==> src/rtl/epg_pkg.sv <==
// Shared types and constants of the ellipse point generator.
// Holds request and result structs, register indexes and the CORDIC angle table.
// Depends on nothing; every other file imports it.
package epg_pkg;

    typedef struct packed {
        logic        action;
        logic [15:0] phase_turns;
    } in_req_t;

    typedef struct packed {
        logic signed [23:0] x_coord;
        logic signed [23:0] y_coord;
    } out_res_t;

    // Request actions.
    localparam logic ACT_ADVANCE = 1'b0;
    localparam logic ACT_DIRECT  = 1'b1;

    // Configuration register indexes.
    localparam logic [2:0] REG_CENTER_X    = 3'd0;
    localparam logic [2:0] REG_CENTER_Y    = 3'd1;
    localparam logic [2:0] REG_RADIUS_X    = 3'd2;
    localparam logic [2:0] REG_RADIUS_Y    = 3'd3;
    localparam logic [2:0] REG_STEPS_COUNT = 3'd4;
    localparam logic [2:0] REG_STRIDE      = 3'd5;

    // Register values after reset.
    localparam logic [23:0] CENTER_X_RST = 24'd16384;
    localparam logic [23:0] CENTER_Y_RST = 24'd16384;
    localparam logic [23:0] RADIUS_X_RST = 24'd8192;
    localparam logic [23:0] RADIUS_Y_RST = 24'd5632;
    localparam logic [31:0] STRIDE_RST   = 32'd65536;

    // Smallest accepted revolution length and its replacement value.
    localparam logic [31:0] STEPS_MIN     = 32'd6554;
    localparam logic [31:0] STEPS_DEFAULT = 32'd6553600;

    // Output coordinate limits.
    localparam int COORD_MAX = 8388607;
    localparam int COORD_MIN = -8388608;

    // The divider produces one quotient bit per cycle of a 48-bit dividend.
    localparam int DIV_BITS = 48;

    // CORDIC rotation count and start gain at a scale of 2^30.
    localparam int          CORDIC_ITERS = 30;
    localparam logic [31:0] CORDIC_GAIN  = 32'd652032874;

    // Arctangent of 2^-i in units of 2^-32 turn.
    function automatic logic [29:0] cordic_atan(input logic [4:0] idx);
        logic [29:0] val;
        case (idx)
            5'd0:    val = 30'h20000000;
            5'd1:    val = 30'h12E4051E;
            5'd2:    val = 30'h09FB385B;
            5'd3:    val = 30'h051111D4;
            5'd4:    val = 30'h028B0D43;
            5'd5:    val = 30'h0145D7E1;
            5'd6:    val = 30'h00A2F61E;
            5'd7:    val = 30'h00517C55;
            5'd8:    val = 30'h0028BE53;
            5'd9:    val = 30'h00145F2F;
            5'd10:   val = 30'h000A2F98;
            5'd11:   val = 30'h000517CC;
            5'd12:   val = 30'h00028BE6;
            5'd13:   val = 30'h000145F3;
            5'd14:   val = 30'h0000A2FA;
            5'd15:   val = 30'h0000517D;
            5'd16:   val = 30'h000028BE;
            5'd17:   val = 30'h0000145F;
            5'd18:   val = 30'h00000A30;
            5'd19:   val = 30'h00000518;
            5'd20:   val = 30'h0000028C;
            5'd21:   val = 30'h00000146;
            5'd22:   val = 30'h000000A3;
            5'd23:   val = 30'h00000051;
            5'd24:   val = 30'h00000029;
            5'd25:   val = 30'h00000014;
            5'd26:   val = 30'h0000000A;
            5'd27:   val = 30'h00000005;
            5'd28:   val = 30'h00000003;
            5'd29:   val = 30'h00000001;
            default: val = 30'h0;
        endcase
        return val;
    endfunction

endpackage

==> src/rtl/epg_div.sv <==
// Restoring serial divider of the ellipse point generator.
// Computes the low 16 quotient bits of (dividend * 2^16) / divisor, one bit a cycle.
// Depends on epg_pkg.
module epg_div
    import epg_pkg::*;
(
    input  logic        clk,
    input  logic        rst_n,
    input  logic        start,
    input  logic [31:0] dividend,
    input  logic [31:0] divisor,
    output logic        done,
    output logic [15:0] quotient
);

    localparam int CNT_W = $clog2(DIV_BITS);

    logic             run_reg;
    logic             done_reg;
    logic [CNT_W-1:0] cnt_reg;
    logic [31:0]      rem_reg;
    logic [31:0]      dvd_reg;
    logic [15:0]      quot_reg;

    logic [32:0] shifted;
    logic        fits;
    logic [32:0] diff;

    // The remainder stays below the divisor, so it always fits 32 bits.
    assign shifted = {rem_reg, dvd_reg[31]};
    assign fits    = shifted >= {1'b0, divisor};
    assign diff    = shifted - {1'b0, divisor};

    always_ff @(posedge clk or negedge rst_n)
    begin
        if (!rst_n)
        begin
            run_reg  <= 1'b0;
            done_reg <= 1'b0;
            cnt_reg  <= '0;
        end
        else
        begin
            done_reg <= 1'b0;
            if (start)
            begin
                run_reg <= 1'b1;
                cnt_reg <= '0;
            end
            else if (run_reg)
            begin
                cnt_reg <= cnt_reg + 1'b1;
                if (cnt_reg == CNT_W'(DIV_BITS - 1))
                begin
                    run_reg  <= 1'b0;
                    done_reg <= 1'b1;
                end
            end
        end
    end

    always_ff @(posedge clk)
    begin
        if (start)
        begin
            rem_reg  <= '0;
            dvd_reg  <= dividend;
            quot_reg <= '0;
        end
        else if (run_reg)
        begin
            rem_reg  <= fits ? diff[31:0] : shifted[31:0];
            dvd_reg  <= {dvd_reg[30:0], 1'b0};
            quot_reg <= {quot_reg[14:0], fits};
        end
    end

    assign done     = done_reg;
    assign quotient = quot_reg;

endmodule

==> src/rtl/epg_cordic.sv <==
// Iterative CORDIC rotator of the ellipse point generator.
// One shift-add rotation a cycle turns a 16-bit turn angle into rounded sine and cosine.
// Depends on epg_pkg for the angle table and gain.
module epg_cordic
    import epg_pkg::*;
#(
    parameter int TRIG_BITS = 16
)
(
    input  logic                        clk,
    input  logic                        rst_n,
    input  logic                        start,
    input  logic [15:0]                 turn,
    output logic                        done,
    output logic signed [TRIG_BITS-1:0] sin_val,
    output logic signed [TRIG_BITS-1:0] cos_val
);

    localparam int SH = 31 - TRIG_BITS;
    localparam logic signed [33:0] RND  = 34'sd1 <<< (SH - 1);
    localparam logic signed [33:0] LIM  = (34'sd1 <<< (TRIG_BITS - 1)) - 34'sd1;
    localparam logic signed [33:0] NLIM = -LIM;

    logic                        run_reg;
    logic                        fin_reg;
    logic                        done_reg;
    logic [4:0]                  cnt_reg;
    logic                        neg_reg;
    logic signed [32:0]          x_reg;
    logic signed [32:0]          y_reg;
    logic signed [33:0]          z_reg;
    logic signed [TRIG_BITS-1:0] sin_reg;
    logic signed [TRIG_BITS-1:0] cos_reg;

    logic [31:0]        angle;
    logic [31:0]        quad;
    logic [31:0]        angle_adj;
    logic signed [32:0] dx;
    logic signed [32:0] dy;
    logic signed [33:0] atan_step;
    logic signed [32:0] x_out;
    logic signed [32:0] y_out;

    // Round half up to TRIG_BITS bits and clip symmetrically.
    function automatic logic signed [TRIG_BITS-1:0] to_trig(input logic signed [32:0] v);
        logic signed [33:0] r;
        logic signed [TRIG_BITS-1:0] res;
        r = ($signed({v[32], v}) + RND) >>> SH;
        if (r > LIM)
            res = LIM[TRIG_BITS-1:0];
        else if (r < NLIM)
            res = NLIM[TRIG_BITS-1:0];
        else
            res = r[TRIG_BITS-1:0];
        return res;
    endfunction

    // Angles in the left half plane are rotated by half a turn and the result negated.
    assign angle     = {turn, 16'h0000};
    assign quad      = angle + 32'h40000000;
    assign angle_adj = quad[31] ? (angle ^ 32'h80000000) : angle;

    assign dx        = y_reg >>> cnt_reg;
    assign dy        = x_reg >>> cnt_reg;
    assign atan_step = $signed({4'b0000, cordic_atan(cnt_reg)});
    assign x_out     = neg_reg ? -x_reg : x_reg;
    assign y_out     = neg_reg ? -y_reg : y_reg;

    always_ff @(posedge clk or negedge rst_n)
    begin
        if (!rst_n)
        begin
            run_reg  <= 1'b0;
            fin_reg  <= 1'b0;
            done_reg <= 1'b0;
            cnt_reg  <= '0;
        end
        else
        begin
            done_reg <= fin_reg;
            fin_reg  <= 1'b0;
            if (start)
            begin
                run_reg <= 1'b1;
                cnt_reg <= '0;
            end
            else if (run_reg)
            begin
                cnt_reg <= cnt_reg + 1'b1;
                if (cnt_reg == 5'(CORDIC_ITERS - 1))
                begin
                    run_reg <= 1'b0;
                    fin_reg <= 1'b1;
                end
            end
        end
    end

    always_ff @(posedge clk)
    begin
        if (start)
        begin
            x_reg   <= $signed({1'b0, CORDIC_GAIN});
            y_reg   <= '0;
            z_reg   <= $signed({{2{angle_adj[31]}}, angle_adj});
            neg_reg <= quad[31];
        end
        else if (run_reg)
        begin
            if (!z_reg[33])
            begin
                x_reg <= x_reg - dx;
                y_reg <= y_reg + dy;
                z_reg <= z_reg - atan_step;
            end
            else
            begin
                x_reg <= x_reg + dx;
                y_reg <= y_reg - dy;
                z_reg <= z_reg + atan_step;
            end
        end
        if (fin_reg)
        begin
            sin_reg <= to_trig(y_out);
            cos_reg <= to_trig(x_out);
        end
    end

    assign done    = done_reg;
    assign sin_val = sin_reg;
    assign cos_val = cos_reg;

endmodule

==> src/rtl/ellipse_point_generator.sv <==
// Top level of the ellipse point generator: configuration registers, step accumulator,
// sequencer and the shared coordinate multiplier.
// Depends on epg_pkg, epg_div and epg_cordic.

// Each accepted request yields one point (x_coord, y_coord) on an axis-aligned ellipse,
// in signed Q16.8 and saturated to 24 bits. An advance request (action 0) takes the
// phase from step_position / steps_count and then moves step_position by stride: a sum
// above steps_count restarts at 0, a negative sum restarts at steps_count. A direct
// request (action 1) takes phase_turns as the fraction of a turn and leaves the step
// alone. The block works on one request at a time and holds in_ready low meanwhile.
// An advance request passes through the bit-serial phase divider (48 quotient bits and
// the handoff), the CORDIC rotator (30 rotations, the rounding step and the handoff),
// the two multiplications that share one multiplier and their adds, and then returns
// to idle, where the next request is taken. A direct request skips the divider. The
// finished point waits in an output register, so the next request is accepted while
// the previous point is still unclaimed; only the final write stalls until the output
// register is free.
// Configuration writes are always accepted (cfg_ready is tied high) and must only be
// issued while the block is idle. A write to steps_count below 6554 (0.1 in Q16.16)
// stores 100.0 instead, and writes to unknown indexes are ignored. TRIG_BITS sets the
// width of the rounded sine and cosine that multiply the radii.
module ellipse_point_generator
    import epg_pkg::*;
#(
    parameter int TRIG_BITS = 16
)
(
    input  logic        clk,
    input  logic        rst_n,

    input  logic        cfg_valid,
    output logic        cfg_ready,
    input  logic [2:0]  cfg_index,
    input  logic [31:0] cfg_data,

    input  logic        in_valid,
    output logic        in_ready,
    input  in_req_t     in_req,

    output logic        out_valid,
    input  logic        out_ready,
    output out_res_t    out_res
);

    // Product and coordinate widths.
    localparam int PROD_W = TRIG_BITS + 24;
    localparam int SUM_W  = TRIG_BITS + 25;
    localparam logic signed [SUM_W-1:0] MUL_RND  = SUM_W'(1) <<< (TRIG_BITS - 2);
    localparam logic signed [SUM_W-1:0] SAT_HIGH = SUM_W'(COORD_MAX);
    localparam logic signed [SUM_W-1:0] SAT_LOW  = SUM_W'(COORD_MIN);

    // Sequencer states.
    localparam logic [2:0] ST_IDLE = 3'd0;
    localparam logic [2:0] ST_DIV  = 3'd1;
    localparam logic [2:0] ST_ROT  = 3'd2;
    localparam logic [2:0] ST_MULX = 3'd3;
    localparam logic [2:0] ST_ADDX = 3'd4;
    localparam logic [2:0] ST_MULY = 3'd5;
    localparam logic [2:0] ST_ADDY = 3'd6;

    logic [2:0]  state_reg;
    logic [2:0]  state_next;

    // Configuration registers.
    logic signed [23:0] center_x_reg;
    logic signed [23:0] center_y_reg;
    logic signed [23:0] radius_x_reg;
    logic signed [23:0] radius_y_reg;
    logic [31:0]        steps_count_reg;
    logic signed [31:0] stride_reg;

    logic [31:0] step_position_reg;
    logic [31:0] step_position_next;

    logic        out_valid_reg;
    logic        out_valid_next;
    out_res_t    out_res_reg;
    logic signed [23:0] x_hold_reg;
    logic signed [PROD_W-1:0] prod_reg;

    logic        in_fire;
    logic        cfg_fire;
    logic        slot_free;
    logic        div_start;
    logic        div_done;
    logic [15:0] div_quot;
    logic        cordic_start;
    logic        cordic_done;
    logic [15:0] phase;
    logic [15:0] turn;
    logic signed [TRIG_BITS-1:0] sin_val;
    logic signed [TRIG_BITS-1:0] cos_val;

    logic signed [33:0] step_sum;
    logic               mul_sel;
    logic signed [TRIG_BITS-1:0] mul_a;
    logic signed [23:0]          mul_b;
    logic signed [23:0]          center_sel;
    logic signed [SUM_W-1:0]     scaled;
    logic signed [SUM_W-1:0]     total;
    logic signed [23:0]          coord_sat;

    assign cfg_ready = 1'b1;
    assign cfg_fire  = cfg_valid && cfg_ready;
    assign in_ready  = (state_reg == ST_IDLE);
    assign in_fire   = in_valid && in_ready;
    assign slot_free = !out_valid_reg || out_ready;

    // Configuration writes.
    always_ff @(posedge clk or negedge rst_n)
    begin
        if (!rst_n)
        begin
            center_x_reg    <= CENTER_X_RST;
            center_y_reg    <= CENTER_Y_RST;
            radius_x_reg    <= RADIUS_X_RST;
            radius_y_reg    <= RADIUS_Y_RST;
            steps_count_reg <= STEPS_DEFAULT;
            stride_reg      <= STRIDE_RST;
        end
        else if (cfg_fire)
        begin
            case (cfg_index)
                REG_CENTER_X:    center_x_reg <= cfg_data[23:0];
                REG_CENTER_Y:    center_y_reg <= cfg_data[23:0];
                REG_RADIUS_X:    radius_x_reg <= cfg_data[23:0];
                REG_RADIUS_Y:    radius_y_reg <= cfg_data[23:0];
                REG_STEPS_COUNT: steps_count_reg <= (cfg_data < STEPS_MIN) ? STEPS_DEFAULT
                                                                            : cfg_data;
                REG_STRIDE:      stride_reg <= cfg_data;
                default:         ;
            endcase
        end
    end

    // Step accumulator: the old step feeds the divider, the wrapped sum is kept.
    assign step_sum = $signed({2'b00, step_position_reg})
                    + $signed({{2{stride_reg[31]}}, stride_reg});

    always_comb
    begin
        step_position_next = step_position_reg;
        if (in_fire && (in_req.action == ACT_ADVANCE))
        begin
            if (step_sum > $signed({2'b00, steps_count_reg}))
                step_position_next = '0;
            else if (step_sum[33])
                step_position_next = steps_count_reg;
            else
                step_position_next = step_sum[31:0];
        end
    end

    // Sequencer.
    always_comb
    begin
        state_next   = state_reg;
        div_start    = 1'b0;
        cordic_start = 1'b0;
        case (state_reg)
            ST_IDLE:
            begin
                if (in_fire)
                begin
                    if (in_req.action == ACT_DIRECT)
                    begin
                        cordic_start = 1'b1;
                        state_next   = ST_ROT;
                    end
                    else
                    begin
                        div_start  = 1'b1;
                        state_next = ST_DIV;
                    end
                end
            end
            ST_DIV:
            begin
                if (div_done)
                begin
                    cordic_start = 1'b1;
                    state_next   = ST_ROT;
                end
            end
            ST_ROT:
            begin
                if (cordic_done)
                    state_next = ST_MULX;
            end
            ST_MULX: state_next = ST_ADDX;
            ST_ADDX: state_next = ST_MULY;
            ST_MULY: state_next = ST_ADDY;
            ST_ADDY:
            begin
                if (slot_free)
                    state_next = ST_IDLE;
            end
            default: state_next = ST_IDLE;
        endcase
    end

    // The rotation angle is one turn minus the phase.
    assign phase = (state_reg == ST_IDLE) ? in_req.phase_turns : div_quot;
    assign turn  = 16'h0000 - phase;

    epg_div u_div (
        .clk      (clk),
        .rst_n    (rst_n),
        .start    (div_start),
        .dividend (step_position_reg),
        .divisor  (steps_count_reg),
        .done     (div_done),
        .quotient (div_quot)
    );

    epg_cordic #(
        .TRIG_BITS (TRIG_BITS)
    ) u_cordic (
        .clk     (clk),
        .rst_n   (rst_n),
        .start   (cordic_start),
        .turn    (turn),
        .done    (cordic_done),
        .sin_val (sin_val),
        .cos_val (cos_val)
    );

    // One multiplier serves both axes: sine times radius_x, then cosine times radius_y.
    assign mul_sel    = (state_reg == ST_MULY);
    assign mul_a      = mul_sel ? cos_val : sin_val;
    assign mul_b      = mul_sel ? radius_y_reg : radius_x_reg;
    assign center_sel = (state_reg == ST_ADDY) ? center_y_reg : center_x_reg;

    // Round half up, add the center and clip to the 24-bit coordinate range.
    assign scaled = ($signed({prod_reg[PROD_W-1], prod_reg}) + MUL_RND) >>> (TRIG_BITS - 1);
    assign total  = scaled + $signed({{(SUM_W-24){center_sel[23]}}, center_sel});

    always_comb
    begin
        if (total > SAT_HIGH)
            coord_sat = SAT_HIGH[23:0];
        else if (total < SAT_LOW)
            coord_sat = SAT_LOW[23:0];
        else
            coord_sat = total[23:0];
    end

    always_comb
    begin
        out_valid_next = out_valid_reg;
        if (out_valid_reg && out_ready)
            out_valid_next = 1'b0;
        if ((state_reg == ST_ADDY) && slot_free)
            out_valid_next = 1'b1;
    end

    always_ff @(posedge clk or negedge rst_n)
    begin
        if (!rst_n)
        begin
            state_reg         <= ST_IDLE;
            step_position_reg <= '0;
            out_valid_reg     <= 1'b0;
        end
        else
        begin
            state_reg         <= state_next;
            step_position_reg <= step_position_next;
            out_valid_reg     <= out_valid_next;
        end
    end

    always_ff @(posedge clk)
    begin
        if ((state_reg == ST_MULX) || (state_reg == ST_MULY))
            prod_reg <= mul_a * mul_b;
        if (state_reg == ST_ADDX)
            x_hold_reg <= coord_sat;
        if ((state_reg == ST_ADDY) && slot_free)
        begin
            out_res_reg.x_coord <= x_hold_reg;
            out_res_reg.y_coord <= coord_sat;
        end
    end

    assign out_valid = out_valid_reg;
    assign out_res   = out_res_reg;

    // The divider finishes only while the sequencer waits for it.
    assert property (@(posedge clk) disable iff (!rst_n)
        div_done |-> (state_reg == ST_DIV))
        else $error("divider finished outside the divide state");

    // The rotator finishes only while the sequencer waits for it.
    assert property (@(posedge clk) disable iff (!rst_n)
        cordic_done |-> (state_reg == ST_ROT))
        else $error("rotator finished outside the rotate state");

    // The step moves only when a request is taken.
    assert property (@(posedge clk) disable iff (!rst_n)
        (state_reg != ST_IDLE) |=> $stable(step_position_reg))
        else $error("step position changed while busy");

    // A new point appears only from the final add of a request.
    assert property (@(posedge clk) disable iff (!rst_n)
        $rose(out_valid) |-> ($past(state_reg) == ST_ADDY))
        else $error("result raised outside the final add");

endmodule

==> config.mk <==
export PLATFORM = sky130hd
export DESIGN_NAME = ellipse_point_generator
export DESIGN_NICKNAME = d
export VERILOG_FILES = /design/src/rtl/epg_pkg.sv /design/src/rtl/epg_div.sv /design/src/rtl/epg_cordic.sv /design/src/rtl/ellipse_point_generator.sv
export SDC_FILE = /design/constraint.sdc
export NUM_CORES = 2
export LEC_CHECK = 0
export ABC_AREA = 1
export BUFFER_PORTS_ARGS = -buffer_cell sky130_fd_sc_hd__buf_4
export CAP_MARGIN = 10
export CORE_MARGIN = 2
export CORE_UTILIZATION = 50
export DETAILED_ROUTE_END_ITERATION = 12
export MAX_ROUTING_LAYER = met4
export PLACE_DENSITY_LB_ADDON = 0.1
export RECOVER_POWER = 50
export SLEW_MARGIN = 5
export SYNTH_ARGS = -nofsm -noshare
export SYNTH_HDL_FRONTEND = slang
export SYNTH_SLANG_ARGS = --single-unit
==> constraint.sdc <==
create_clock -name clk -period 7.6 [get_ports clk]
set_input_delay 0.76 -clock clk [delete_from_list [all_inputs] [get_ports clk]]
set_output_delay 0.76 -clock clk [all_outputs]
set_load 0.005 [all_outputs]
* Word-level counts from Yosys, hierarchy flattened
Memory sizes are Yosys's and may differ from the RTL's.
Cells that the tools add are included.
** Operators by class
- Shifts and indexed selects :: 2
- Order comparisons :: 9
- Multipliers :: 1
- Equality and inequality tests :: 17
- Multiplexer cells :: 53
- Add/sub/neg operators :: 18
- Reduce and logical (&&, ||, !) cells :: 21
- Bitwise logic cells :: 2
** Operators by type and width (count)
- 2-to-1 mux 32 bit :: 7
- 2-to-1 mux 33 bit :: 4
- 2-to-1 mux 34 bit :: 3
- 2-to-1 mux 24 bit :: 4
- adder 33 x 16 -> 34 bit, second input constant :: 2
- adder 33 bit :: 2
- negator 33 bit :: 2
- >>> shifter 33 x 5 -> 33 bit :: 2
- subtractor 33 bit :: 2
- 2-to-1 mux 16 bit :: 4
- adder 40 x 16 -> 41 bit, second input constant :: 1
- multiplier 16 x 24 -> 40 bit :: 1
- > comparator 19 x 16 -> 1 bit, second input constant :: 2
- < comparator 19 x 16 -> 1 bit, second input constant :: 2
- adder 33 x 32 -> 34 bit :: 1
- adder 34 x 31 -> 34 bit :: 1
- > comparator 34 x 33 -> 1 bit :: 1
- subtractor 34 x 31 -> 34 bit :: 1
- >= comparator 33 x 32 -> 1 bit :: 1
- adder 32 x 31 -> 32 bit, second input constant :: 1
- < comparator 32 x 13 -> 1 bit, second input constant :: 1
- subtractor 32 bit :: 1
- adder 26 x 24 -> 27 bit :: 1
- > comparator 27 x 24 -> 1 bit, second input constant :: 1
- 27 further kinds :: 75
** Storage, ports and cells
- Register bits :: 537
- Word-level logic and storage cells :: 155
- Output and inout bits :: 51
- Memories kept :: 1
- Memory bits (read-only) :: 960
** Memory list
- (no name shown) :: words 32, bits a word 30, read ports 1, clocked after memory_dff 0, wr ports 0, RTL line epg_pkg.sv:53 : case (idx)

* Longest topological paths before layout
- Word-level depth :: 6
- Mapped depth :: 35

* By module
Synthesis repeated with hierarchy kept, for this count alone.
** Unflattened totals
- Cells, all modules :: 8046
- Area, all modules :: 56513.0 um2
** Modules (own cells, without submodules)
- ellipse_point_generator :: times used 1, area an instance 30829.6 um2, cells each 3771
- epg_cordic :: times used 1, area an instance 19464.9 um2, cells each 3328
- epg_div :: times used 1, area an instance 6218.5 um2, cells each 947

* Worst setup path after synthesis
OpenSTA, ideal clock, no wires.
- Kind :: register to register
- Start :: register state_reg[0]
- End :: register prod_reg[39], data pin
- Required time :: 7.348 ns
- Period minus slack after synthesis :: 6.933 ns
- Library setup time :: 0.252 ns
- Data arrival time :: 6.680 ns
- Cell stages (with the launch flop) :: 28
- Slack :: 0.667 ns
- Path through :: dfrtp_1 -> inv_2 -> nor2_4 -> nand2_2 -> buf_2 -> buf_2 -> buf_1 -> nand2_1 -> o21ai_1 -> inv_1 -> nor2_1 -> fa_1 -> fa_1 -> fa_1 -> fa_1 -> fa_1 -> inv_1 -> fa_1 -> inv_1 -> ha_1 -> nand2_1 -> inv_1 -> a221oi_1 -> nand2_1 -> a21oi_1 -> nand2_1 -> nand2_1 -> nand2_1
** Between the ends
- Cells in the longest elaborated chain, start to end :: 3
- Elaborated cells between the ends (all ways) :: 4
- Those cells by class :: mul: 1; eq/ne: 1; mux: 2
** Ends and longest elaborated chain
- start, declared :: RTL line ellipse_point_generator.sv:61 : logic [2:0] state_reg;
- start signal, assigned :: RTL line ellipse_point_generator.sv:267 : state_reg <= state_next;
- equality test 3 bit * :: RTL line ellipse_point_generator.sv:229 : assign mul_sel = (state_reg == ST_MULY);
- 2-to-1 mux 16 bit / 2-to-1 mux 24 bit (equally long branches) :: RTL line ellipse_point_generator.sv:230, ellipse_point_generator.sv:231
- multiplier 16 x 24 -> 40 bit * :: RTL line ellipse_point_generator.sv:276 : prod_reg <= mul_a * mul_b;
- end signal, assigned :: RTL line ellipse_point_generator.sv:276
- end, declared :: RTL line ellipse_point_generator.sv:79 : logic signed [PROD_W-1:0] prod_reg;
Mark *: on every way between the ends. The rest lies on a longest branch, timed or not.
A chain may end at the register's enable or synchronous reset.

* Worst setup path after layout
- Start :: register state_reg[1]
- End :: register prod_reg[33], data pin
Same word-level chain as after synthesis.

==> results.md <==
- Most frequent cell after synthesis: nand2_1
- Rows: 120
- Sequential element share of the synthesized area: between 20% and 30%
- Initial Util: roughly 50%
- Top post-synthesis cells by area: nand2_1, fa_1, edfxtp_1, dfrtp_1, ha_1
- Failing checks: capacitance limit, slew limit
- Cell family with most CP delay: adder cells
- P&R area growth vs syn: 8.483%
- Clk buf depth: 3
- GRT met1 Usage: a little over two fifths
- Cells after Synth: approximately 7600
- Port bufs: approximately 110
- CP required: 7.98 ns
- Die X-Extent: 333.5 um
- Core area: ~110000 sq um
- Synth async-reset ratio: 40.54%
- Max reg flops: 48
- TritonCTS buffer count: 66
- Crit path capture type: flop
- Post-synth top area share: roughly 14%
- H-tree Lvls: 3
- Mapped Nets: a little over 8000
- Ys flop type: dfrtp_1
- Reg clk slew, reported paths: approximately 0.06 ns
- Chip Height: approximately 330 um
- Setup-failing EPs final: 0
- Critical path's most frequent cell: fa_1
- Setup Skew: ~0.04 ns
- Layout cells sized above 1: around 6.7%
- DRT Wirelength: 177.0 mm
- Drt first pass iters: 6
- DP HPWL: around 140 mm
- Area leader, netlist: nand2_1
- Initial antenna violation count: 3
- CP Buf/Inv Count: 5
- Non-filler instance count after layout: slightly above 9000
- RSZ-0062 raised after global routing: yes
- Final Hold Viols: 0
- First-pass GRT wire length: ~280 mm
- Final nets: between 8000 and 9000
- Root Driver: clkbuf_16
- Routed length per instance: 19.56 um
- DP Cell Count: 8911
- M3 GR Usage: roughly 4.8%
- Rel. slew slack: -309.7%
- Initial detailed-routing violation count: ~5000
- I/O Pins: roughly 110
- CP max FO: 50
- Gr busiest metal: met2
- Worst setup SP type: flop
- Synth cell types: 72
- Hold Startpoint: cfg_data[4]
- Max Clock Freq: 0.1349 GHz
- TritonCTS clock tree: yes
- Worst flop-to-flop path startpoint: state_reg[1]$_DFFE_PN0P_
- GPL Wtd Cong: roughly 1.0
- Grt ovf: 0
- Residual DRC count: 0
- Synth top cells by count: nand2_1, inv_1, nor2_1, nand3_1, o21ai_0
- EDFF count, synth: between 150 and 200
- Worst path slowest cell: fa_1
- Via density: around 5.6
- Vias in the first global route: slightly below 50000
- DR vias: 50290
- Hold WC Path Type: primary input to flop
- Clock sinks: roughly 520
- Die ar.: 111200 sq um
- Worst skew pair latency: between 0.6 and 0.7 ns
- Avg Cell Area, Syn: 7.190 sq um
- Crit path time final: between 7 and 8 ns
- Met2 Usage GRT: approximately 50%
- Synthesized flop and latch total: around 520
- Fin crit share: 97.55%
- Worst slew pin tran: between 6 and 7 ns
- Final-report max-slew violation count: roughly 430
- Status: finished, violations left
- Worst Path Class, Setup: flop to flop
- CP arrival: about 7.8 ns
- Cell area after synthesis: around 54000 sq um
- Max Cap Viol: 10
- Crit path launch: state_reg[1]$_DFFE_PN0P_
- Largest net degree at the start of global routing: 117
- DRT antenna net count: 0
- Crit-path max cell delay: between 0.6 and 0.7 ns
- Yosys warnings: 0
- Total GRT Usage: 32.54%
cells in the final DEF (no fill, tap or decap), types with 56 or more instances in the layout:
cell and count:
o21ai_1 56, nand3_1 537, xor2_1 177, nand2_1 2021, edfxtp_1 197, ha_1 329, fa_1 379, dfrtp_1 198
nor2_1 599, nor3_1 56, a31oi_1 56, clkbuf_16 68, o21ai_0 483, inv_1 1078, dfxtp_1 114, buf_4 201
nand4_1 81, a21oi_1 370, xnor2_1 80
kinds of logic (layout without fill, tap and decap cells):
| kind of cell | Yosys count | in the layout | share of synthesized area [%] |
|---|---|---|---|
| fa+ha+maj | 708 | 708 | 21.56 |
| buf+inv | 1373 | 1464 | 9.858 |
| other cells | 1 | 4 | 0.006907 |
| mux | 3 | 3 | 0.05531 |
| xor+xnor | 266 | 266 | 4.436 |
| flops | 523 | 523 | 24.89 |
| simple gates | 3492 | 3492 | 27.06 |
| compound gates | 1185 | 1185 | 12.13 |
worst reg2reg max path, delay by kind of cell (launching register included):
family	cells	cell delay, ns
adders and majority gates	7	3.61
DFF	1	0.47
AOI/OAI and AO/OA	4	1.02
and+or+nand+nor	8	1.07
buffers and inverters	5	0.86
xor gates and xnor gates	1	0.15
per-layer routing:
metal / vias to the layer above / wire [um]
met2: 1755 / 80440
met5: - / 0
li1: 24420 / -
met4: 0 / 6388
met1: 23800 / 77960
met3: 317 / 12240
final cells by class:
| class | instances | area (sq um) |
|---|---|---|
| multi-input combinational | 5655 | 35490 |
| antenna | 3 | 7.507 |
| tap | 1403 | 1755 |
| clock inverter | 31 | 415.4 |
| sequential | 523 | 13520 |
| inverter | 1123 | 4232 |
| clock buffer | 90 | 1834 |
| fill | 10570 | 48450 |
| timing repair buffer | 220 | 1648 |
per-stage QoR:
step	setup TNS [ns]	hold slack (ns)	area (sq um)	utilization (%)	setup slack, ns
final	0	0.3800	58900	54.87	0.1860
after global routing	-0.08786	0.3737	58900	54.86	-0.07207
after CTS	0	0.1595	58800	54.77	0.01049
after detailed placement	-0.1396	0.4045	56540	52.67	-0.07694
after global placement	0	0.4032	56540	52.67	0.01286
after floorplan	0	0.4003	54290	-	0.6671
worst paths after layout:
path	cells after the start	to	slack, ns
setup / recovery	25	prod_reg[33]$_DFFE_PP_	0.19
hold / removal	3	steps_count_reg[4]$_DFFE_PN0P_	0.38
setup reg to reg	25	prod_reg[33]$_DFFE_PP_	0.19
hold reg to reg	0	out_res[39]$_DFFE_PP_	0.42
max in group asynchronous	1	u_cordic.cnt_reg[1]$_DFFE_PN0P_	1.40
min in group asynchronous	1	u_cordic.cnt_reg[0]$_DFFE_PN0P_	2.36
timing repair:
item | CTS | global route
gates resized for setup | 1 | 17
hold endpoints to repair | 0 | 0
setup endpoints to repair | 3 | 23
setup buffers | 0 | 13
hold buffers | 0 | 0
Power is left out: the tool's default activity adds up to more than one toggle a clock period on the data nets, which glitch-free logic cannot reach.
